[config.mk]
export PLATFORM = sky130hd
export DESIGN_NAME = cosine_similarity_top_flat
export DESIGN_NICKNAME = d
export VERILOG_FILES = /design/src/hdl/cs_pkg.sv /design/src/hdl/cs_if.sv /design/src/hdl/cosine_similarity_top.sv /design/src/hdl/cs_dp.sv /design/src/hdl/cs_ctrl.sv /design/src/flat_wrapper.sv
export VERILOG_INCLUDE_DIRS = /design/src /design/src/hdl
export SDC_FILE = /design/constraint.sdc
export NUM_CORES = 2
export LEC_CHECK = 0
export BUFFER_PORTS_ARGS = -buffer_cell sky130_fd_sc_hd__buf_2
export CAP_MARGIN = 25
export CELL_PAD_IN_SITES_DETAIL_PLACEMENT = 1
export CELL_PAD_IN_SITES_GLOBAL_PLACEMENT = 1
export CORE_ASPECT_RATIO = 1.1
export CORE_UTILIZATION = 52
export CTS_CLUSTER_DIAMETER = 200
export DETAILED_ROUTE_END_ITERATION = 10
export PLACE_DENSITY_LB_ADDON = 0.2
export SYNTH_ARGS = -nofsm -noshare
export SYNTH_HDL_FRONTEND = slang
export SYNTH_SLANG_ARGS = --single-unit
[constraint.sdc]
create_clock -name clk_i -period 9.8 [get_ports clk_i]
set_input_delay 0.98 -clock clk_i [delete_from_list [all_inputs] [get_ports clk_i]]
set_output_delay 0.98 -clock clk_i [all_outputs]
set_load 0.01 [all_outputs]
[src/hdl/cosine_similarity_top_assert.svh]
// ----------------------------------------------------------------------------
// Cosine similarity assertion macros
// Shared concurrent assertion forms clocked on clk_i and gated by rst_ni.
// ----------------------------------------------------------------------------
`ifndef COSINE_SIMILARITY_TOP_ASSERT_SVH
`define COSINE_SIMILARITY_TOP_ASSERT_SVH

// Same-cycle implication.
`define CS_ASSERT_IMP(lbl, ante, cons) \
  lbl: assert property (@(posedge clk_i) disable iff (!rst_ni) (ante) |-> (cons)) \
    else $error("cosine similarity check failed");

// Next-cycle implication.
`define CS_ASSERT_NXT(lbl, ante, cons) \
  lbl: assert property (@(posedge clk_i) disable iff (!rst_ni) (ante) |=> (cons)) \
    else $error("cosine similarity check failed");

`endif

[src/hdl/cs_pkg.sv]
// ----------------------------------------------------------------------------
// Cosine similarity package
// Widths, datapath commands and controller/datapath status types.
// ----------------------------------------------------------------------------
package cs_pkg;

  localparam int DOT_W    = 44;
  localparam int NORM_W   = 43;
  localparam int SIM_W    = 16;
  localparam int MUL_W    = 2 * DOT_W;
  localparam int SRCH_W   = 119;
  localparam int MUL_STEPS = DOT_W;
  localparam int Q_BITS   = 16;

  typedef enum logic [3:0] {
    OP_IDLE,
    OP_MUL_P_LOAD,
    OP_MUL_R_LOAD,
    OP_MUL_STEP,
    OP_SRCH_LOAD,
    OP_SRCH_A,
    OP_SRCH_B,
    OP_SRCH_C,
    OP_RESULT
  } dp_op_e;

  typedef struct packed {
    dp_op_e op;
  } dp_cmd_t;

  typedef struct packed {
    logic zero_norm;
    logic out_busy;
  } dp_status_t;

endpackage

[src/hdl/cs_if.sv]
// ----------------------------------------------------------------------------
// Cosine similarity channel interfaces
// Valid/ready channels for element pairs and similarity results.
// ----------------------------------------------------------------------------
interface cs_in_if #(
  parameter int ELEM_WIDTH = 16
);
  logic                         valid;
  logic                         ready;
  logic signed [ELEM_WIDTH-1:0] x_elem;
  logic signed [ELEM_WIDTH-1:0] y_elem;
  logic                         last_elem;

  modport source (output valid, x_elem, y_elem, last_elem, input ready);
  modport sink (input valid, x_elem, y_elem, last_elem, output ready);
endinterface

interface cs_out_if;
  logic               valid;
  logic               ready;
  logic signed [15:0] similarity;
  logic               zero_norm;

  modport source (output valid, similarity, zero_norm, input ready);
  modport sink (input valid, similarity, zero_norm, output ready);
endinterface

[src/hdl/cosine_similarity_top.sv]
// Cosine similarity of two streamed signed vectors. Element pairs are taken one beat per
// cycle while a vector is streaming; the beat marked last closes the vector, and the block
// then stops taking input while one serial shift-add multiplier forms the norm product and
// the squared dot product, a bitwise search finds the Q1.15 quotient over 16 bits and the
// previous result leaves the output register. The result waits in an output register, and
// the next vector may stream in while it does.
// ----------------------------------------------------------------------------
// Cosine similarity top level
// Joins the controller and datapath to the element and result channels.
// ----------------------------------------------------------------------------
`include "cosine_similarity_top_assert.svh"

module cosine_similarity_top #(
  parameter int ELEM_WIDTH = 16
) (
  input  logic     clk_i,
  input  logic     rst_ni,
  cs_in_if.sink    in_i,
  cs_out_if.source out_o
);
  import cs_pkg::*;

  dp_cmd_t    cmd;
  dp_status_t status;
  logic       beat;

  assign beat = in_i.valid && in_i.ready;

  cs_ctrl u_ctrl (
    .clk_i      (clk_i),
    .rst_ni     (rst_ni),
    .in_valid_i (in_i.valid),
    .in_last_i  (in_i.last_elem),
    .in_ready_o (in_i.ready),
    .status_i   (status),
    .cmd_o      (cmd)
  );

  cs_dp #(
    .ELEM_WIDTH (ELEM_WIDTH)
  ) u_dp (
    .clk_i        (clk_i),
    .rst_ni       (rst_ni),
    .beat_i       (beat),
    .x_i          (in_i.x_elem),
    .y_i          (in_i.y_elem),
    .last_i       (in_i.last_elem),
    .cmd_i        (cmd),
    .status_o     (status),
    .out_ready_i  (out_o.ready),
    .out_valid_o  (out_o.valid),
    .similarity_o (out_o.similarity),
    .zero_norm_o  (out_o.zero_norm)
  );

  `CS_ASSERT_IMP(a_zero_sim, out_o.valid && out_o.zero_norm, out_o.similarity == '0)
  `CS_ASSERT_NXT(a_last_stalls, beat && in_i.last_elem, !in_i.ready)
  `CS_ASSERT_IMP(a_result_when_free, cmd.op == OP_RESULT, !status.out_busy)
endmodule

[src/hdl/cs_dp.sv]
// ----------------------------------------------------------------------------
// Cosine similarity datapath
// Product and accumulator stages, serial multiplier, bitwise quotient
// search and the result register.
// ----------------------------------------------------------------------------
module cs_dp #(
  parameter int ELEM_WIDTH = 16
) (
  input  logic                         clk_i,
  input  logic                         rst_ni,
  input  logic                         beat_i,
  input  logic signed [ELEM_WIDTH-1:0] x_i,
  input  logic signed [ELEM_WIDTH-1:0] y_i,
  input  logic                         last_i,
  input  cs_pkg::dp_cmd_t              cmd_i,
  output cs_pkg::dp_status_t           status_o,
  input  logic                         out_ready_i,
  output logic                         out_valid_o,
  output logic signed [15:0]           similarity_o,
  output logic                         zero_norm_o
);
  import cs_pkg::*;

  logic signed [2*ELEM_WIDTH-1:0] pxy_q, pxx_q, pyy_q;
  logic                           pv_q, plast_q;
  logic [DOT_W-1:0]               dot_acc_q, dot_sum, dot_s_q;
  logic [NORM_W-1:0]              nx_acc_q, nx_sum, nx_s_q;
  logic [NORM_W-1:0]              ny_acc_q, ny_sum, ny_s_q;
  logic                           neg;
  logic [DOT_W-1:0]               mag;
  logic [DOT_W-1:0]               ma_q, mb_q;
  logic [MUL_W-1:0]               mp_q;
  logic [MUL_W-1:0]               p_q;
  logic [SRCH_W-1:0]              r_q, t_q, us_q, pb_q, s_q, c_q;
  logic                           fit;
  logic [Q_BITS-1:0]              q_q, qc, qpos;
  logic                           out_valid_q, zero_q;
  logic signed [SIM_W-1:0]        sim_q;

  always_ff @(posedge clk_i or negedge rst_ni) begin
    if (!rst_ni) begin
      pv_q <= 1'b0;
    end else begin
      pv_q <= beat_i;
    end
  end

  always_ff @(posedge clk_i) begin
    if (beat_i) begin
      pxy_q   <= x_i * y_i;
      pxx_q   <= x_i * x_i;
      pyy_q   <= y_i * y_i;
      plast_q <= last_i;
    end
  end

  assign dot_sum = dot_acc_q + DOT_W'(pxy_q);
  assign nx_sum  = nx_acc_q + NORM_W'(pxx_q);
  assign ny_sum  = ny_acc_q + NORM_W'(pyy_q);

  always_ff @(posedge clk_i or negedge rst_ni) begin
    if (!rst_ni) begin
      dot_acc_q <= '0;
      nx_acc_q  <= '0;
      ny_acc_q  <= '0;
    end else if (pv_q) begin
      if (plast_q) begin
        dot_acc_q <= '0;
        nx_acc_q  <= '0;
        ny_acc_q  <= '0;
      end else begin
        dot_acc_q <= dot_sum;
        nx_acc_q  <= nx_sum;
        ny_acc_q  <= ny_sum;
      end
    end
  end

  always_ff @(posedge clk_i) begin
    if (pv_q && plast_q) begin
      dot_s_q <= dot_sum;
      nx_s_q  <= nx_sum;
      ny_s_q  <= ny_sum;
    end
  end

  assign neg = dot_s_q[DOT_W-1];
  assign mag = neg ? (~dot_s_q + DOT_W'(1)) : dot_s_q;
  assign fit = (c_q <= r_q);

  always_ff @(posedge clk_i) begin
    case (cmd_i.op)
      OP_MUL_P_LOAD: begin
        ma_q <= DOT_W'(nx_s_q);
        mb_q <= DOT_W'(ny_s_q);
        mp_q <= '0;
      end
      OP_MUL_R_LOAD: begin
        p_q  <= mp_q;
        ma_q <= mag;
        mb_q <= mag;
        mp_q <= '0;
      end
      OP_MUL_STEP: begin
        mp_q <= (mp_q << 1) + (mb_q[DOT_W-1] ? MUL_W'(ma_q) : '0);
        mb_q <= mb_q << 1;
      end
      OP_SRCH_LOAD: begin
        r_q  <= SRCH_W'(mp_q) << 30;
        t_q  <= '0;
        us_q <= '0;
        pb_q <= SRCH_W'(p_q) << 30;
        q_q  <= '0;
      end
      OP_SRCH_A: begin
        s_q <= t_q + us_q;
      end
      OP_SRCH_B: begin
        c_q <= s_q + pb_q;
      end
      OP_SRCH_C: begin
        if (fit) begin
          t_q <= c_q;
        end
        us_q <= (fit ? (us_q + (pb_q << 1)) : us_q) >> 1;
        pb_q <= pb_q >> 2;
        q_q  <= {q_q[Q_BITS-2:0], fit};
      end
      default: begin
      end
    endcase
  end

  assign qc   = (q_q > 16'h8000) ? 16'h8000 : q_q;
  assign qpos = (qc > 16'h7fff) ? 16'h7fff : qc;

  always_ff @(posedge clk_i or negedge rst_ni) begin
    if (!rst_ni) begin
      out_valid_q <= 1'b0;
    end else if (cmd_i.op == OP_RESULT) begin
      out_valid_q <= 1'b1;
    end else if (out_ready_i) begin
      out_valid_q <= 1'b0;
    end
  end

  always_ff @(posedge clk_i) begin
    if (cmd_i.op == OP_RESULT) begin
      if (status_o.zero_norm) begin
        sim_q  <= '0;
        zero_q <= 1'b1;
      end else begin
        sim_q  <= neg ? -$signed(qc) : $signed(qpos);
        zero_q <= 1'b0;
      end
    end
  end

  assign status_o.zero_norm = (nx_s_q == '0) || (ny_s_q == '0);
  assign status_o.out_busy  = out_valid_q && !out_ready_i;
  assign out_valid_o  = out_valid_q;
  assign similarity_o = sim_q;
  assign zero_norm_o  = zero_q;
endmodule

[src/hdl/cs_ctrl.sv]
// ----------------------------------------------------------------------------
// Cosine similarity controller
// Sequences accumulation, the two serial products and the quotient search.
// ----------------------------------------------------------------------------
module cs_ctrl (
  input  logic               clk_i,
  input  logic               rst_ni,
  input  logic               in_valid_i,
  input  logic               in_last_i,
  output logic               in_ready_o,
  input  cs_pkg::dp_status_t status_i,
  output cs_pkg::dp_cmd_t    cmd_o
);
  import cs_pkg::*;

  typedef enum logic [3:0] {
    S_ACC, S_SNAP, S_SETUP, S_MUL_P, S_RLOAD, S_MUL_R, S_SLOAD,
    S_SRCH_A, S_SRCH_B, S_SRCH_C, S_DONE
  } state_e;

  state_e     state_q;
  logic       in_ready_q;
  logic [5:0] cnt_q;
  logic [3:0] bit_q;

  always_ff @(posedge clk_i or negedge rst_ni) begin
    if (!rst_ni) begin
      state_q    <= S_ACC;
      in_ready_q <= 1'b0;
      cnt_q      <= '0;
      bit_q      <= '0;
    end else begin
      case (state_q)
        S_ACC: begin
          in_ready_q <= 1'b1;
          if (in_valid_i && in_ready_q && in_last_i) begin
            in_ready_q <= 1'b0;
            state_q    <= S_SNAP;
          end
        end
        S_SNAP: begin
          state_q <= S_SETUP;
        end
        S_SETUP: begin
          cnt_q   <= '0;
          state_q <= status_i.zero_norm ? S_DONE : S_MUL_P;
        end
        S_MUL_P: begin
          cnt_q <= cnt_q + 6'd1;
          if (cnt_q == 6'(MUL_STEPS - 1)) begin
            state_q <= S_RLOAD;
          end
        end
        S_RLOAD: begin
          cnt_q   <= '0;
          state_q <= S_MUL_R;
        end
        S_MUL_R: begin
          cnt_q <= cnt_q + 6'd1;
          if (cnt_q == 6'(MUL_STEPS - 1)) begin
            state_q <= S_SLOAD;
          end
        end
        S_SLOAD: begin
          bit_q   <= '0;
          state_q <= S_SRCH_A;
        end
        S_SRCH_A: begin
          state_q <= S_SRCH_B;
        end
        S_SRCH_B: begin
          state_q <= S_SRCH_C;
        end
        S_SRCH_C: begin
          bit_q   <= bit_q + 4'd1;
          state_q <= (bit_q == 4'(Q_BITS - 1)) ? S_DONE : S_SRCH_A;
        end
        S_DONE: begin
          if (!status_i.out_busy) begin
            in_ready_q <= 1'b1;
            state_q    <= S_ACC;
          end
        end
        default: begin
          state_q <= S_ACC;
        end
      endcase
    end
  end

  always_comb begin
    case (state_q)
      S_SETUP:  cmd_o.op = status_i.zero_norm ? OP_IDLE : OP_MUL_P_LOAD;
      S_MUL_P:  cmd_o.op = OP_MUL_STEP;
      S_RLOAD:  cmd_o.op = OP_MUL_R_LOAD;
      S_MUL_R:  cmd_o.op = OP_MUL_STEP;
      S_SLOAD:  cmd_o.op = OP_SRCH_LOAD;
      S_SRCH_A: cmd_o.op = OP_SRCH_A;
      S_SRCH_B: cmd_o.op = OP_SRCH_B;
      S_SRCH_C: cmd_o.op = OP_SRCH_C;
      S_DONE:   cmd_o.op = status_i.out_busy ? OP_IDLE : OP_RESULT;
      default:  cmd_o.op = OP_IDLE;
    endcase
  end

  assign in_ready_o = in_ready_q;
endmodule

[src/flat_wrapper.sv]
// flat-port wrapper written by rule: the top's interface ports become plain ports
module cosine_similarity_top_flat import cs_pkg::*;
#(
  parameter int ELEM_WIDTH = 16
)
  (clk_i, rst_ni, in_i_valid, in_i_x_elem, in_i_y_elem, in_i_last_elem, in_i_ready, out_o_valid, out_o_similarity, out_o_zero_norm, out_o_ready);
  cs_in_if #(.ELEM_WIDTH(ELEM_WIDTH)) in_i_i ();
  cs_out_if out_o_i ();
  input  logic clk_i;
  input  logic rst_ni;
  input wire logic [$bits(in_i_i.valid)-1:0] in_i_valid;
  input wire logic [$bits(in_i_i.x_elem)-1:0] in_i_x_elem;
  input wire logic [$bits(in_i_i.y_elem)-1:0] in_i_y_elem;
  input wire logic [$bits(in_i_i.last_elem)-1:0] in_i_last_elem;
  output wire logic [$bits(in_i_i.ready)-1:0] in_i_ready;
  output wire logic [$bits(out_o_i.valid)-1:0] out_o_valid;
  output wire logic [$bits(out_o_i.similarity)-1:0] out_o_similarity;
  output wire logic [$bits(out_o_i.zero_norm)-1:0] out_o_zero_norm;
  input wire logic [$bits(out_o_i.ready)-1:0] out_o_ready;
  assign in_i_i.valid = in_i_valid;
  assign in_i_i.x_elem = in_i_x_elem;
  assign in_i_i.y_elem = in_i_y_elem;
  assign in_i_i.last_elem = in_i_last_elem;
  assign in_i_ready = in_i_i.ready;
  assign out_o_valid = out_o_i.valid;
  assign out_o_similarity = out_o_i.similarity;
  assign out_o_zero_norm = out_o_i.zero_norm;
  assign out_o_i.ready = out_o_ready;
  cosine_similarity_top #(.ELEM_WIDTH(ELEM_WIDTH)) u_core (.clk_i(clk_i), .rst_ni(rst_ni), .in_i(in_i_i), .out_o(out_o_i));
endmodule
== Word-level counts from Yosys, hierarchy flattened ==
Index checks and enable logic that the tools add are counted.
Widths: inputs -> output; s select.
Operators by class
  add/sub/neg operators: 11
  multiply operators: 3
  order comparisons: 3
  eq/ne operators: 25
  mux-type cells: 35
  bitwise logic cells: 1
  reductions and logical operators: 23
Operators by type and width (count)
  $pmux 119 s2: 3
  $add 119x119->119: 3
  $mux 119: 2
  $pmux 88 s2: 1
  $mux 44: 3
  $pmux 44 s3: 1
  $le 119x118->1: 1
  $mul 16x16->32: 3
  $add 88x44->88: 1
  $pmux 44 s2: 1
  $add 43x43->43: 2
  $logic_not 43->1: 2
  $mux 43: 2
  $mux 16: 3
  $add 44x1->44 const B: 1
  $add 44x44->44: 1
  $not 44->44: 1
  $pmux 4 s11: 1
  $eq 4x3->1 const B: 8
  $pmux 16 s2: 1
  $pmux 4 s8: 1
  $mux 4: 7
  $eq 4x4->1 const B: 5
  $eq 4x2->1 const B: 4
  other kinds (21): 43
Storage, ports and cells
  register bits after elaboration: 1354
  output and inout bits: 19

== Depth between registers and ports, before layout ==
  word-level depth: 7
  depth in mapped cells: 34
  depth with buffers taken out: 32

== Modules after synthesis ==
A second synthesis with hierarchy kept.
Unflattened totals
  cells, all modules: 11025
  area, all modules: 109984.2 µm²
By module, submodules not included
  cs_dp: instances 1, cells an instance 10906, area each 108962.0 µm², seq. area each 39427.8 µm²
  cs_ctrl: instances 1, cells an instance 118, area each 1016.0 µm², seq. area each 375.4 µm²
  cosine_similarity_top: instances 1, cells an instance 1, area each 6.3 µm², seq. area each 0.0 µm²

== Least setup slack after synthesis ==
OpenSTA, ideal clock, no wires.
  kind: reg-to-reg
  start point: register u_core.u_ctrl.state_q[1]
  end point: register u_core.u_dp.pb_q[0] (enable)
  library setup time: 0.603 ns
  data arrival time: 7.945 ns
  required time: 9.197 ns
  slack: 1.252 ns
  cell stages (with the launch flop): 7
  buffers on the path: 1
  clock period less this slack: 8.548 ns
  path through: dfrtp_1 > clkbuf_1 > nor2b_1 > nand2_1 > inv_1 > nor2_1 > inv_1
On the way
  word-level cells in the longest chain between the ends: 5
  elaborated cells on any way between the ends: 14
  classes of those cells: eq/ne: 11; mux: 1; reduce/logical: 2
Ends and longest elaborated chain
  from (decl): RTL line cs_ctrl.sv:21  | state_e state_q;
  from (signal assigned): RTL line cs_ctrl.sv:46  | state_q <= status_i.zero_norm ? S_DONE : S_MUL_P;
  from (signal assigned): RTL line cs_ctrl.sv:76  | state_q <= (bit_q == 4'(Q_BITS - 1)) ? S_DONE : S_SRCH_A;
  $eq 4x3->1 or $eq 4x2->1 (tied branches): RTL line cs_ctrl.sv:92  | case (state_q)
  $reduce_or 2->1 (no source line)
  $pmux 4 s8 (*): RTL line cs_ctrl.sv:92
  $eq 4x3->1: RTL line cs_dp.sv:92  | case (cmd_i.op)
  $reduce_bool 2->1 (no source line) (*)
  to (signal assigned): RTL line cs_dp.sv:112  | pb_q <= SRCH_W'(p_q) << 30;
  to (signal assigned): RTL line cs_dp.sv:126  | pb_q <= pb_q >> 2;
  to (decl): RTL line cs_dp.sv:34  | logic [SRCH_W-1:0] r_q, t_q, us_q, pb_q, s_q, c_q;
Every way passes the cells marked *; elsewhere a longest branch is shown, timed or not.
A chain may end at the register's enable or synchronous reset.

== Worst setup path in the final report ==
  start point: input in_i_y_elem[4]
  end point: register u_core.u_dp.pyy_q[31], data pin
On the way
  word-level cells in the longest chain between the ends: 1
Ends and longest elaborated chain
  from (decl): RTL line flat_wrapper.sv:13  | input wire logic [$bits(in_i_i.y_elem)-1:0] in_i_y_elem;
  $mul 16x16->32: RTL line cs_dp.sv:52  | pyy_q <= y_i * y_i;
  to (signal assigned): RTL line cs_dp.sv:52
  to (decl): RTL line cs_dp.sv:24  | logic signed [2*ELEM_WIDTH-1:0] pxy_q, pxx_q, pyy_q;
Every way passes these cells.

==> results.cfg <==
[status]
status = finished clean

[timing]
hold_violations = 0
finalCritPeriodShare_pct = 80.6
post-route-min-period_ps = 7900
rsz0062_at_grt = false
maxSlewHeadroom_pct = 23.1
finalSetupViolCount = 0
fmax_ghz = 0.127
timing.final.ws_setup_ps = 1900
drv_slew = 0
finalSetupTns_ps = 0
finalClockSkew_ps = 39.7
worst_pin_slew_ps = 1150

[setup_path]
critPathCaptureType = register
cp-start-kind = primary input
cp.arrival_ps = 8490
worstPathMaxFanout = 36
cp.required_ps = 10390
worstSetupPathType = primary input to register

[synth]
synthCells = 10782
postSynth.asyncResetShare_pct = 10.9
synth_edf_count = 1203
synth_area_leaders = edfxtp_1 33%, fa_1 14%, ha_1 10%
syn-num-nets = 12440
syn_avg_cell_area_um2 = 10.0
synth-seq-area-share_pct = 36.9
yosysTopAreaCellShare_pct = 33.5
synthDistinctLibCells = 96
synth_ff_type = edfxtp_1
syn_area_um2 = 108000
synth_top_area_cell = edfxtp_1
synth-seq-cells = 1350
ys_warn_count = 0

[placed_design]
dp_hpwl_um = 257000
dpl_worst_slack_ps = 1110
place.gp.congestion = 0.965
io_buffers = 55

[grt]
grt_max_degree = 153
grt_pass1_vias = 89231
antenna_found_initial = 4
grt.overflow.total = 0
grt_pass1_wl_um = 519000
grt_usage_pct = 31.9

[clock_tree]
numCtsBuffers = 150
cts-root-buf = clkbuf_16
cts.path.max_buffers = 3
insertion_delay_ps = 850
ctsResizeCount = 0
path_clk_slew_ps = 60
cts_tree = yes
cts.sinks = 1350
htree_levels = 4
cts_setup_buffers = 0
cts_hold_buffers = 0

[die]
core_area_um2 = 206000
rows = 175
io_pins = 56
die_w_um = 436
initial_core_util_pct = 52.3
dieArea_um2 = 209000
fp.dieH_um = 480

[power]
power.share.clock_pct = 19.3
pwr-share-comb_pct = 56.4
netSwitchingPower_mw = 12.9
p_leak_nw = 53.8
ir_drop_mv = 0.437
p_per_area_nw_per_um2 = 269
intPower_mw = 18.3
pwr-share-seq_pct = 24.3
swShare_pct = 41.3

[layout]
drive_gt1_share_pct = 4.30
nets = 12279
fill_cells = 22688
synthToLayoutAreaGrowth_pct = 7.30

[drt]
ant_nets = 0
vias = 81161
drt_iter0_drc = 5284
routed_wl_um = 334000
post_drt_wl_per_cell_um = 24.8
dr.pass1.iters = 5
drcViolationCount = 0
vias_per_cell = 6.02

[min_path]
hold_class = primary input to asynchronous set/reset pin

[run]
cap_viol_max_count = 0
cells in the mapped netlist (140+ instances only):
| cell type | count |
|---|---|
| a21o_1 | 390 |
| ha_1 | 883 |
| dfrtp_1 | 147 |
| and2_1 | 209 |
| nor2_1 | 807 |
| xnor2_1 | 416 |
| o21bai_1 | 140 |
| xor2_1 | 296 |
| nand2_1 | 984 |
| o21ai_0 | 370 |
| nand4_1 | 185 |
| clkbuf_1 | 428 |
| edfxtp_1 | 1203 |
| inv_1 | 1270 |
| and3_1 | 219 |
| a21oi_1 | 773 |
| nand3_1 | 141 |
| fa_1 | 738 |
registers in the layout (all words and copies together), names as in the netlist, 44 cells and up:
| name | flops |
|---|---|
| u_core.u_dp.us_q | 118 |
| u_core.u_dp.s_q | 119 |
| u_core.u_dp.c_q | 119 |
| u_core.u_dp.mp_q | 88 |
| u_core.u_dp.dot_acc_q | 44 |
| u_core.u_dp.p_q | 88 |
| u_core.u_dp.ma_q | 44 |
| u_core.u_dp.mb_q | 44 |
| u_core.u_dp.dot_s_q | 44 |
| u_core.u_dp.t_q | 119 |
| u_core.u_dp.r_q | 88 |
| u_core.u_dp.pb_q | 118 |
worst max-delay path: stages:
cell,delay [ps]
buf_2,720
nand2_1,200
fa_1,640
inv_1,70
fa_1,470
fa_1,550
fa_1,530
fa_1,550
inv_1,60
fa_1,540
inv_1,50
ha_1,370
a21oi_1,250
nor2b_1,70
nor2_1,130
o21ai_0,160
o211ai_1,150
o21ai_0,120
a21oi_1,240
nor2b_1,80
o21a_1,180
o21a_1,190
o21a_1,180
or4_1,440
a31o_2,260
a21oi_1,200
xnor2_1,80
worst paths after layout:
path | startpoint | end | slack (ps) | cells after the start
setup / recovery | in_i_y_elem[4] | u_core.u_dp.pyy_q[31] | 1900 | 27
hold / removal | rst_ni | u_core.u_dp.ny_acc_q[37] | 110 | 1
setup reg to reg | u_core.u_dp.pb_q[0] | u_core.u_dp.c_q[118] | 2320 | 20
hold reg to reg | u_core.u_dp.mp_q[87] | u_core.u_dp.r_q[117] | 470 | 0
max in group asynchronous | rst_ni | u_core.u_dp.nx_acc_q[30] | 7750 | 3
min in group clk_i | in_i_last_elem | u_core.u_dp.plast_q | 400 | 1
area by class of cell:
class | instances | area [µm²] | area share [%]
Multi-Input combinational cell | 7700 | 61700 | 53.3
Clock buffer | 179 | 3960 | 3.42
Tap cell | 2743 | 3430 | 2.96
Sequential cell | 1350 | 39800 | 34.4
Antenna cell | 2 | 5.00 | 0.00432
Clock inverter | 96 | 1150 | 0.993
Inverter | 1279 | 4810 | 4.16
Timing Repair Buffer | 140 | 955 | 0.824
routing by layer:
layer	vias to the layer above	wire length, µm	part of all wire [%]	global-route usage, %
met1	41518	131000	39	37.2
met4	2	19000	5.7	16.3
met3	732	12800	3.8	3.64
li1	37003	-	-	-
met5	-	13	0.0039	0
met2	1906	172000	51	57.8
per-stage QoR:
stage / util, % / hold WS [ps] / instances / power (mW) / area [µm²]
5_1_grt: 56.1 / 121 / 13488 / 33.8 / 116000
3_5_place_dp: 53.6 / 451 / 13212 / 25.3 / 111000
3_3_place_gp: 53.6 / 457 / 13209 / 24.3 / 111000
6_report: 56.1 / 114 / 13489 / 31.1 / 116000
4_1_cts: 56.1 / 84.7 / 13487 / 31.4 / 116000
2_1_floorplan: - / 421 / 10782 / 20.7 / 108000
cells in the final DEF, fill, tap and decap left out, drive strengths merged, types with 20 or more instances in the layout:
cell type and n:
a211oi 39, a21boi 27, a21o 390, a21oi 776, a221o 60, a221oi 20
a22o 125, a31oi 67, and2 210, and3 219, buf 140, bufinv 20
clkbuf 179, clkinv 71, dfrtp 147, edfxtp 1203, fa 738, ha 883
inv 1275, mux2i 27, nand2 984, nand2b 72, nand3 141, nand4 185
nor2 807, nor2b 89, nor3 114, nor4 52, o21a 70, o21ai 419
o21bai 141, o31ai 56, or2 20, or3 31, xnor2 416, xor2 296
power by group through the flow:
stage          combinational [mW]  clock [mW]  sequential, mW
3_5_place_dp                 17.6           0            7.69
6_report                     17.6        6.00            7.58
3_3_place_gp                 16.6           0            7.69
5_1_grt                      19.9        6.26            7.59
4_1_cts                      17.7        6.08            7.57
2_1_floorplan                13.0           0            7.62
logic make-up (layout without fill, tap and decap cells):
| group | Yosys count | count (layout) | share of synthesized area (%) |
|---|---|---|---|
| AND/OR/NAND/NOR | 2985 | 2985 | 13.0 |
| AO/OA/AOI/OAI | 2354 | 2354 | 14.1 |
| buffers and inverters | 1732 | 1694 | 6.04 |
| adder cells (fa/ha/maj) | 1621 | 1621 | 23.9 |
| flip-flops | 1350 | 1350 | 36.9 |
| XOR/XNOR | 712 | 712 | 5.78 |
| multiplexers | 28 | 28 | 0.261 |
| other | 0 | 2 | 0 |
(Power assumes the default switching activity.)
